`config.mk`:
```
export PLATFORM = sky130hd
export DESIGN_NAME = qpr_accum
export DESIGN_NICKNAME = d
export VERILOG_FILES = /design/src/sv/qpr_pkg.sv /design/src/sv/qpr_accum.sv
export SDC_FILE = /design/constraint.sdc
export NUM_CORES = 1
export LEC_CHECK = 0
export BUFFER_PORTS_ARGS = -buffer_cell sky130_fd_sc_hd__buf_2
export CAP_MARGIN = 30
export CORE_AREA = 2 2 242 244
export DETAILED_ROUTE_END_ITERATION = 6
export DIE_AREA = 0 0 244 246
export HOLD_SLACK_MARGIN = 0.06
export PLACE_DENSITY_LB_ADDON = 0.25
export SYNTH_ARGS = -nofsm -noshare
export SYNTH_HDL_FRONTEND = slang
export SYNTH_SLANG_ARGS = --single-unit
```
`constraint.sdc`:
```
create_clock -name clk -period 3.45 [get_ports clk]
set_input_delay 0.1725 -clock clk [delete_from_list [all_inputs] [get_ports clk]]
set_output_delay 0.1725 -clock clk [all_outputs]
set_load 0.02 [all_outputs]
```
`src/sv/qpr_pkg.sv`:
```
package qpr_pkg;

  // Default component format: Q2.14
  localparam int DATA_WIDTH_DEF = 16;
  localparam int FRAC_BITS_DEF  = 14;

  // Edge at which a word is accepted to edge at which its result is taken
  localparam int LATENCY = 7;

  typedef enum logic [1:0] {
    OP_PRODUCT = 2'd0,
    OP_ROTATE  = 2'd1,
    OP_CONJ    = 2'd2
  } op_t;

  // Control that travels with each word down the pipe
  typedef struct packed {
    logic       vld;
    logic [1:0] op;
  } ctrl_t;

  // Hamilton product: component k, term i is a[i] * b[k ^ i];
  // bit i set means that term enters with a minus sign.
  localparam logic [3:0] HAM_NEG [4] = '{4'b1110, 4'b1000, 4'b0010, 4'b0100};

endpackage

```
`src/sv/qpr_accum.sv`:
```
// Two register stages: pairwise sums with the rounding half folded in,
// then final sum, shift, and saturation to the component width.
module qpr_accum #(
  parameter int DATA_WIDTH = qpr_pkg::DATA_WIDTH_DEF,
  parameter int FRAC_BITS  = qpr_pkg::FRAC_BITS_DEF
) (
  input  logic                            clk,
  input  logic                            rst,
  input  qpr_pkg::ctrl_t                  in_ctrl,
  input  logic signed [2*DATA_WIDTH+1:0]  prod [4][4],
  output qpr_pkg::ctrl_t                  out_ctrl,
  output logic signed [DATA_WIDTH-1:0]    res [4],
  output logic                            sat
);

  localparam int PW = 2 * DATA_WIDTH + 2;
  localparam int SW = PW + 2;
  localparam logic signed [PW:0]   HALF = (PW + 1)'(1) << (FRAC_BITS - 1);
  localparam logic signed [SW-1:0] MAXV = {{(SW - DATA_WIDTH + 1){1'b0}},
                                           {(DATA_WIDTH - 1){1'b1}}};
  localparam logic signed [SW-1:0] MINV = {{(SW - DATA_WIDTH + 1){1'b1}},
                                           {(DATA_WIDTH - 1){1'b0}}};

  qpr_pkg::ctrl_t        ctrl_a;
  logic signed [PW:0]    pair [4][2];
  logic signed [SW-1:0]  sum  [4];
  logic signed [SW-1:0]  rnd  [4];
  logic                  hi   [4];
  logic                  lo   [4];

  // Stage A: two partial sums per component
  always_ff @(posedge clk) begin
    for (int k = 0; k < 4; k++) begin
      pair[k][0] <= prod[k][0] + prod[k][1] + HALF;
      pair[k][1] <= prod[k][2] + prod[k][3];
    end
  end

  // Stage B: full sum, floor shift, range check
  always_comb begin
    for (int k = 0; k < 4; k++) begin
      sum[k] = pair[k][0] + pair[k][1];
      rnd[k] = sum[k] >>> FRAC_BITS;
      hi[k]  = rnd[k] > MAXV;
      lo[k]  = rnd[k] < MINV;
    end
  end

  always_ff @(posedge clk) begin
    for (int k = 0; k < 4; k++) begin
      if (hi[k]) begin
        res[k] <= MAXV[DATA_WIDTH-1:0];
      end else if (lo[k]) begin
        res[k] <= MINV[DATA_WIDTH-1:0];
      end else begin
        res[k] <= rnd[k][DATA_WIDTH-1:0];
      end
    end
    sat <= hi[0] | lo[0] | hi[1] | lo[1] | hi[2] | lo[2] | hi[3] | lo[3];
  end

  always_ff @(posedge clk) begin
    if (rst) begin
      ctrl_a   <= '0;
      out_ctrl <= '0;
    end else begin
      ctrl_a   <= in_ctrl;
      out_ctrl <= ctrl_a;
    end
  end

endmodule

```
Yosys cells after proc, flatten, opt, wreduce, memory -nomap -nowiden
Memories as Yosys holds them, arrays and structs flattened.
Cells that the tools add are included.
{"block": "classes", "add_sub_neg": 16, "bitwise": 7, "n_mux": 4, "order_cmp": 8}
{"op": "adder 34 x 34 -> 35 bit", "count": 8}
{"op": "adder 35 x 35 -> 36 bit", "count": 4}
{"op": "adder 35 x 15 -> 35 bit, second input constant", "count": 4}
{"op": "greater-than comparator 22 x 16 -> 1 bit, second input constant", "count": 4}
{"op": "< comparator 22 x 16 -> 1 bit, second input constant", "count": 4}
{"op": "2-to-1 mux 16 bit", "count": 4}
{"op": "bitwise OR 1 bit", "count": 7}
{"block": "word_totals", "mem_bits_rw": 280, "in_bits": 549, "register_bits": 71, "output_inout_bits": 68, "n_memories": 1, "wordCells": 45}
{"name": "pair", "depth": 4, "width": 70, "read_ports": 4, "rd_clocked_by_memory_dff": 0, "wr": 4, "line": "qpr_accum.sv:25", "rtl": "logic signed [PW:0] pair [4][2];"}

Logic depth before layout (Yosys ltp)
Gate-level depths: netlist of run 1.
{"block": "depth", "depth_word": 9, "ltp_mapped": 16, "depth_no_buf": 16}

Worst setup path before layout of run 1
Ideal clock, no wire load.
{"block": "synth_path", "path_kind": "in2reg", "startpoint": "in prod[477] in the netlist's numbering", "endpoint": "mem pair[0][68] in the netlist's numbering", "arrival_time_ns": 3.492, "stages": 15, "n_path_buf": 0, "setup_ns": 0.072, "t_required_ns": 3.378, "path_slack_ns": -0.115, "path_cell_list": "ha_1 -> ha_1 -> fa_1 -> a21o_1 -> a21oi_1 -> o21bai_1 -> a21oi_1 -> o21ai_1 -> a221o_1 -> o41ai_2 -> o211ai_1 -> a31o_2 -> a21o_1 -> a41oi_1 -> xnor2_1"}
{"element": "start, declared", "line": "qpr_accum.sv:10", "rtl": "input logic signed [2*DATA_WIDTH+1:0] prod [4][4],"}
{"element": "end, declared", "line": "qpr_accum.sv:25"}

==> load_flow_metrics.sql, run 1 <==
INSERT INTO impl_metrics (metric_group, metric, value, unit) VALUES
('route', 'route.detailed.vias_per_inst', '5.34', ''),
('grt', 'grt-ovfl-total', '0', ''),
('grt', 'global_route_track_usage_on_met1', '29.8', '%'),
('final_layout', 'design_area', '36700', 'sq um'),
('min_path', 'worst_hold_path_type', 'in2reg', ''),
('grt', 'use_met3', '4.53', '%'),
('route', 'detail_route.drc_violations', '0', ''),
('floorplan', 'die_area', '60000', 'sq um'),
('floorplan', 'io_pins', '617', ''),
('timing', 'layout_setup_ws', '-0.116', 'ns'),
('grt', 'grt_first_pass_wirelength', '124', 'mm'),
('cts', 'clk_path_buf_depth', '3', ''),
('grt', 'grt_pass1_vias', '25300', ''),
('placed_design', 'post-dp-hpwl', '63.2', 'mm'),
('floorplan', 'coreArea', '57400', 'sq um'),
('setup_path', 'critical_path_required', '3.95', 'ns'),
('cts', 'tritoncts_buffers', '41', ''),
('synth', 'synth_ff_type', 'dfxtp_1', ''),
('synth', 'synth-seq-area-share', '26.2', '%'),
('synth', 'syn_inst', '2964', ''),
('placed_design', 'place.port_buffers', '616', ''),
('final_layout', 'layout-area-overhead-vs-synth', '36.7', '%'),
('power_and_ir_drop', 'p_leak', '18.5', 'nW'),
('synth', 'postSynthAreaPerCell', '9.05', 'sq um'),
('synth', 'post_syn_nets', '4061', ''),
('timing', 'timing.final.crit_period', '3.57', 'ns'),
('synth', 'yosysWarnings', '0', ''),
('grt', 'antenna_violations_before_repair', '15', ''),
('run', 'drv.max_cap_violation_count', '0', ''),
('power_and_ir_drop', 'p_total', '21.6', 'mW'),
('setup_path', 'critical_path.endpoint_type', 'register', ''),
('setup_path', 'worst-path-max-fanout', '8', ''),
('timing', 'setup_repair_after_global_routing_missed_its_margin', 'true', ''),
('floorplan', 'die_w', '244', 'um'),
('synth', 'synth_enable_flop_cells', '0', ''),
('grt', 'grt_start_max_net_pins', '16', ''),
('setup_path', 'critical_path_arrival', '4.07', 'ns'),
('grt', 'met2_usage', '45.6', '%'),
('synth', 'synth-seq-cells', '351', ''),
('final_layout', 'post_route_cells_drive_above_1_share', '24.3', '%'),
('timing', 'final_max_slew_viol_count', '0', ''),
('synth', 'synthesis.area', '26800', 'sq um'),
('route', 'drt_iter0_markers', '1082', ''),
('floorplan', 'rows', '88', ''),
('setup_path', 'critical_path_class', 'reg2reg', ''),
('grt', 'grt-busiest-layer', 'met2', ''),
('synth', 'ys_types', '83', ''),
('cts', 'ctsRootBufferMaster', 'clkbuf_16', ''),
('floorplan', 'height_of_the_die', '246', 'um'),
('placed_design', 'gp_congestion', '0.930', ''),
('floorplan', 'floorplan.initialDensity', '46.8', '%'),
('power_and_ir_drop', 'power_per_cell_area', '590', 'nW/um^2'),
('timing', 'setup_viol_count_final', '31', ''),
('cts', 'numClockSinks', '351', ''),
('placed_design', 'placement.cell_area', '32200', 'sq um'),
('cts', 'tritoncts', 'done', ''),
('route', 'via_count', '25900', ''),
('placed_design', 'pre_cts_ws', '-0.406', 'ns'),
('grt', 'groute.usage.overall', '25.4', '%'),
('final_layout', 'finalNetCount', '5134', ''),
('cts', 'cts.htree.levels', '2', ''),
('timing', 'post-route-period-util', '103', '%'),
('synth', 'synth-async-reset-ratio', '0', '%'),
('power_and_ir_drop', 'power.ir.vdd_worst', '0.308', 'mV'),
('timing', 'fmax', '0.280', 'GHz'),
('timing', 'final-hold-violation-count', '0', ''),
('cts', 'worst_skew_pair.late_latency', '0.57', 'ns'),
('timing', 'fin_worst_skew', '0.0174', 'ns'),
('cts', 'clk_transition_reported_paths', '0.06', 'ns'),
('run_status', 'failed_checks', 'setup timing', ''),
('timing', 'hold_slack', '0.0788', 'ns'),
('setup_path', 'critical_path_start_type', 'register', ''),
('route', 'route.detailed.wl_per_inst', '16.6', 'um'),
('timing', 'worst_relative_slew_slack', '44.1', '%'),
('run_status', 'status', 'complete, but fails checks', ''),
('route', 'drtAntennaViolNets', '0', ''),
('timing', 'timing_worst_slew_pin_value', '0.817', 'ns'),
('route', 'firstDrtPassIters', '5', ''),
('route', 'routed_wirelength', '80.2', 'mm');
[what timing repair did]
action / CTS / global route
buffers inserted: 2 / 6
hold buffers: 249 / 0
pin swaps: 9 / 44
endpoints found under the hold margin: 140 / 0
gates cloned: 1 / 1
resized for setup: 19 / 91
setup endpoints to repair: 39 / 85
[power by group]
group	switching, mW	total, mW	internal, mW
Sequential	0.430	5.63	5.21
Combinational	5.90	11.3	5.40
Clock	1.78	4.71	2.93
[cells in the mapped netlist (6+ instances only)]
library cell / count / area share [%]
a211o_1: 12 / 0.39
a211oi_1: 28 / 0.78
a21bo_1: 10 / 0.37
a21boi_0: 19 / 0.53
a21o_1: 218 / 6.1
a21oi_1: 275 / 5.1
a221o_1: 11 / 0.41
a221oi_1: 7 / 0.23
a31o_2: 7 / 0.23
a31oi_1: 21 / 0.49
and2_1: 24 / 0.56
and3_1: 32 / 0.75
and4_1: 11 / 0.36
clkbuf_1: 16 / 0.22
dfxtp_1: 351 / 26
fa_1: 8 / 0.60
ha_1: 540 / 25
inv_1: 127 / 1.8
nand2_1: 111 / 1.6
nand2b_1: 49 / 1.1
nand3_1: 59 / 1.1
nand3b_1: 7 / 0.20
nand4_1: 34 / 0.79
nor2_1: 176 / 2.5
nor2b_1: 38 / 0.89
nor3_1: 59 / 1.1
o211ai_1: 19 / 0.53
o21a_1: 39 / 1.1
o21ai_0: 153 / 2.9
o21bai_1: 50 / 1.4
o22ai_1: 6 / 0.14
o31ai_1: 11 / 0.31
or2_2: 10 / 0.23
or3_1: 20 / 0.47
or4_1: 6 / 0.17
xnor2_1: 202 / 6.6
xor2_1: 84 / 2.7
[worst max-delay path: stages, from the launching register on]
cell and delay, ns:
dfxtp_2 0.33, ha_4 0.26, and4_4 0.23, o2111a_1 0.23
a211oi_4 0.06, a211o_1 0.34, a31o_4 0.26, a211oi_4 0.30
o211ai_1 0.12, nor3b_2 0.18, or3_1 0.35, or4_4 0.46
nand2_4 0.13, buf_12 0.13, a21o_1 0.12
[path summary, 6_finish.rpt]
check / slack, ns / cells past startpoint / end / from
max: -0.12 / 14 / res[4] / pair[3][45]
min: 0.08 / 3 / pair[1][20] / prod[326]
max reg2reg: -0.12 / 14 / res[4] / pair[3][45]
min reg2reg: 0.44 / 1 / out_ctrl[2] / ctrl_a[2]
[per-stage QoR]
step,util (%),setup TNS [ns],cells
floorplan,-,-0.0335,2964
global placement,56.1,-10.35,4500
detailed placement,56.1,-12.36,4500
CTS,63.2,-2.36,4827
global route,63.9,-7.05,4843
finish,63.9,-2.10,4843
[cells in the final DEF, fill, tap and decap left out, types with 12 or more instances in the layout]
cell type,count
o21ai_1,19
a21boi_0,17
dlygate4sd3_1,249
a21o_1,217
a21oi_1,255
buf_4,182
o21ai_0,134
a211oi_1,22
clkbuf_16,43
nor2_1,175
a211o_1,12
nand3_1,58
a21oi_2,20
xor2_1,84
o21a_1,39
ha_1,534
nand2b_1,49
inv_1,127
and3_1,30
a31oi_1,18
nor3_1,57
nand2_1,111
and2_1,23
or3_1,20
nor2b_1,37
o211ai_1,19
dfxtp_1,347
nand4_1,34
buf_2,616
o21bai_1,49
xnor2_1,202
[kinds of logic after synthesis]
logic type      share of synthesized area (%)
buf+inv                                  2.16
xor+xnor                                 9.40
mux                                     0.275
simple gates                             12.2
fa+ha+maj                                25.8
flops                                    26.2
compound gates                           24.0
[routing by layer]
metal  vias up  wire length [um]  part of all wire (%)
li1      13100                 -                     -
met1     11900             33500                    42
met2       704             39000                    49
met3       168              4590                   5.7
met4         8              3120                   3.9
met5         -                39                 0.049
[sequential cells by signal, indices dropped and copies added, names as in the netlist]
| signal | flops |
|---|---|
| out_ctrl | 3 |
| pair | 280 |
| sat | 1 |
| ctrl_a | 3 |
| res | 64 |
[area by class of cell]
type / instances / area, sq um
tap: 765 / 957
clock inverter: 20 / 289
clock buffer: 55 / 1180
inverter: 127 / 477
sequential: 351 / 7030
fill: 4845 / 20700
multi-input combinational: 2464 / 19700
antenna: 9 / 22.5
timing repair buffer: 1052 / 7030
Note: power is estimated with default switching activity, not from simulation.
==> inputs of run 2 (changes only) <==
RECOVER_POWER = 50   (was not set)
==> load_flow_metrics.sql, run 2 (synthesis gave the netlist of run 1 again) <==
INSERT INTO impl_metrics (metric_group, metric, value, unit) VALUES
('run_status', 'status', 'complete, but fails checks', ''),
('run_status', 'failed_checks', 'setup timing', ''),
('final_layout', 'most_flop_heavy_register', 'pair', ''),
('timing', 'final-hold-violation-count', '0', ''),
('cts', 'cts.htree.levels', '2', ''),
('min_path', 'min_from', 'prod[326]', ''),
('setup_path', 'critical_path.cell_chain', 'ha_4 > and4_4 > o2111a_1 > a211oi_4 > a211o_1 > a31o_4 > a211oi_4 > o211ai_1 > nor3b_2 > or3_1 > or4_4 > nand2_4 > buf_12 > a21o_1', ''),
('floorplan', 'die_w', '244', 'um'),
('timing', 'fmax', '0.280', 'GHz'),
('cts', 'worst_skew_pair.late_latency', '0.57', 'ns'),
('route', 'firstDrtPassIters', '5', ''),
('floorplan', 'height_of_the_die', '246', 'um'),
('route', 'wl_met1', '33.4', 'mm'),
('floorplan', 'rows', '88', ''),
('final_layout', 'largestRegisters', 'pair: 280 flops, res: 64 flops', ''),
('setup_path', 'r2r_start', 'pair[3][45]', ''),
('final_layout', 'layout_commonest_cell', 'buf_2', ''),
('floorplan', 'coreArea', '57400', 'sq um'),
('placed_design', 'placement.cell_area', '32200', 'sq um'),
('route', 'detailed_routed_wire_length_on_met2', '38.8', 'mm'),
('grt', 'grt-ovfl-total', '0', ''),
('route', 'detail_route.drc_violations', '0', ''),
('final_layout', 'max_reg_flops', '280', ''),
('power_and_ir_drop', 'power.ir.vdd_worst', '0.309', 'mV'),
('cts', 'tritoncts', 'done', ''),
('timing', 'timing.final.crit_period', '3.57', 'ns'),
('final_layout', 'design_area', '36500', 'sq um'),
('power_and_ir_drop', 'p_leak', '18.3', 'nW'),
('setup_path', 'worst-path-max-fanout', '8', ''),
('setup_path', 'critical-path-top-cell-by-count', 'a211oi_4', ''),
('floorplan', 'die_area', '60000', 'sq um'),
('route', 'route.detailed.wl_per_inst', '16.5', 'um'),
('cts', 'ctsRootBufferMaster', 'clkbuf_16', ''),
('timing', 'setup_tns', '-2.36', 'ns'),
('final_layout', 'finalNetCount', '5134', ''),
('timing', 'hold_slack', '0.0788', 'ns'),
('grt', 'grt_start_max_net_pins', '16', ''),
('route', 'routed_wirelength', '80.1', 'mm'),
('setup_path', 'levels_on_crit_path', '14', ''),
('floorplan', 'floorplan.initialDensity', '46.8', '%'),
('placed_design', 'gp_congestion', '0.930', ''),
('timing', 'setup_repair_after_global_routing_missed_its_margin', 'true', ''),
('timing', 'post-route-period-util', '104', '%'),
('cts', 'clk_transition_reported_paths', '0.06', 'ns'),
('route', 'drt_iter0_markers', '1106', ''),
('route', 'via_count', '25900', ''),
('grt', 'grt_first_pass_wirelength', '124', 'mm'),
('grt', 'antenna_violations_before_repair', '15', ''),
('route', 'top_layer', 'met5', ''),
('placed_design', 'place.port_buffers', '616', ''),
('final_layout', 'mostFrequentLayoutCells', '541 x buf_2, 535 x ha_1, 347 x dfxtp_1', ''),
('placed_design', 'pre_cts_ws', '-0.406', 'ns'),
('route', 'route.detailed.vias_per_inst', '5.34', ''),
('setup_path', 'cp.buffers_inverters', '1', ''),
('grt', 'groute.usage.overall', '25.4', '%'),
('setup_path', 'regToRegEndpoint', 'res[4]', ''),
('timing', 'fin_worst_skew', '0.0184', 'ns'),
('min_path', 'holdPathStages', '3', ''),
('final_layout', 'final_core_utilization', '63.7', '%'),
('min_path', 'worst_hold_path_type', 'in2reg', ''),
('setup_path', 'cp_slowest_cell', 'or4_4', ''),
('grt', 'grt_pass1_vias', '25300', ''),
('setup_path', 'critical_path_arrival', '4.08', 'ns'),
('floorplan', 'io_pins', '617', ''),
('route', 'wl_met3', '4.62', 'mm'),
('timing', 'worst_relative_slew_slack', '42.9', '%'),
('timing', 'setup_viol_count_final', '34', ''),
('setup_path', 'critical_path.max_stage_delay', '0.46', 'ns'),
('setup_path', 'critical_path.endpoint_type', 'register', ''),
('min_path', 'whs_endpoint', 'pair[1][20]', ''),
('final_layout', 'post_route_cells_drive_above_1_share', '22.1', '%'),
('cts', 'clk_path_buf_depth', '3', ''),
('route', 'drtAntennaViolNets', '0', ''),
('final_layout', 'layout-area-overhead-vs-synth', '36.1', '%'),
('final_layout', 'filler_cell_count', '4902', ''),
('cts', 'tritoncts_buffers', '41', ''),
('setup_path', 'cp_top_family', 'compound AO/OA/AOI/OAI gates', ''),
('placed_design', 'post-dp-hpwl', '63.2', 'mm'),
('cts', 'numClockSinks', '351', ''),
('setup_path', 'r2r.worst_path.cells', '14', ''),
('timing', 'layout_setup_ws', '-0.122', 'ns'),
('timing', 'timing_worst_slew_pin_value', '0.834', 'ns'),
('setup_path', 'critical_path_start_type', 'register', ''),
('setup_path', 'rrSetupSlack', '-0.12', 'ns'),
('power_and_ir_drop', 'power_per_cell_area', '590', 'nW/um^2'),
('timing', 'final_max_slew_viol_count', '0', ''),
('setup_path', 'critical_path_class', 'reg2reg', ''),
('run', 'drv.max_cap_violation_count', '0', ''),
('setup_path', 'critical_path_required', '3.96', 'ns');
run 2: timing repair:
item                       in CTS  in global routing
cloned                          1                  1
buffers inserted                2                  6
resized for setup              19                 91
hold endpoints to repair      140                  0
setup endpoints to repair      39                 85
hold buffers                  249                  0
pin swaps                       9                 44
run 2: worst max path at each step:
| stage | start | to | slack, ns |
|---|---|---|---|
| final | pair[3][45] | res[4] | -0.12 |
| after global routing | pair[0][36] | res[58] | -0.26 |
| after CTS | pair[0][1] | res[52] | -0.13 |
| after detailed placement | pair[3][5] | res[4] | -0.41 |
| after global placement | prod[477] | pair[0][68] | -0.33 |
| after floorplan | prod[477] | pair[0][68] | -0.03 |
run 2: area by class of cell:
cell class	count	area, sq um	area share (%)
clock buffers	55	1180	3.23
repair buffers	1052	6910	18.9
flip-flops and latches	351	7030	19.3
diodes	9	22.5	0.0617
clock inverters	20	289	0.791
well taps	765	957	2.62
multi-input cells	2464	19700	53.8
inverters	127	477	1.31
run 2: routing by layer:
| layer | global-route usage (%) | up-vias |
|---|---|---|
| li1 | - | 13100 |
| met3 | 4.53 | 178 |
| met1 | 29.8 | 11900 |
| met2 | 45.6 | 683 |
| met5 | 0 | - |
| met4 | 10.3 | 8 |
run 2: report_power, final:
part	total [mW]	switching (mW)	internal, mW
Sequential	5.64	0.436	5.21
Clock	4.71	1.78	2.93
Combinational	11.2	5.89	5.30
run 2: stage by stage:
stage,power [mW],instances
2_1_floorplan,12.7,2964
3_3_place_gp,15.9,4500
3_5_place_dp,16.0,4500
4_1_cts,21.3,4827
5_1_grt,23.1,4843
6_report,21.5,4843
run 2: worst min-delay path: cells and delay by family:
family | cells | cell delay [ns]
adder cells (fa/ha/maj) | 1 | 0.23
buffers and inverters | 1 | 0.08
XOR/XNOR | 1 | 0.10
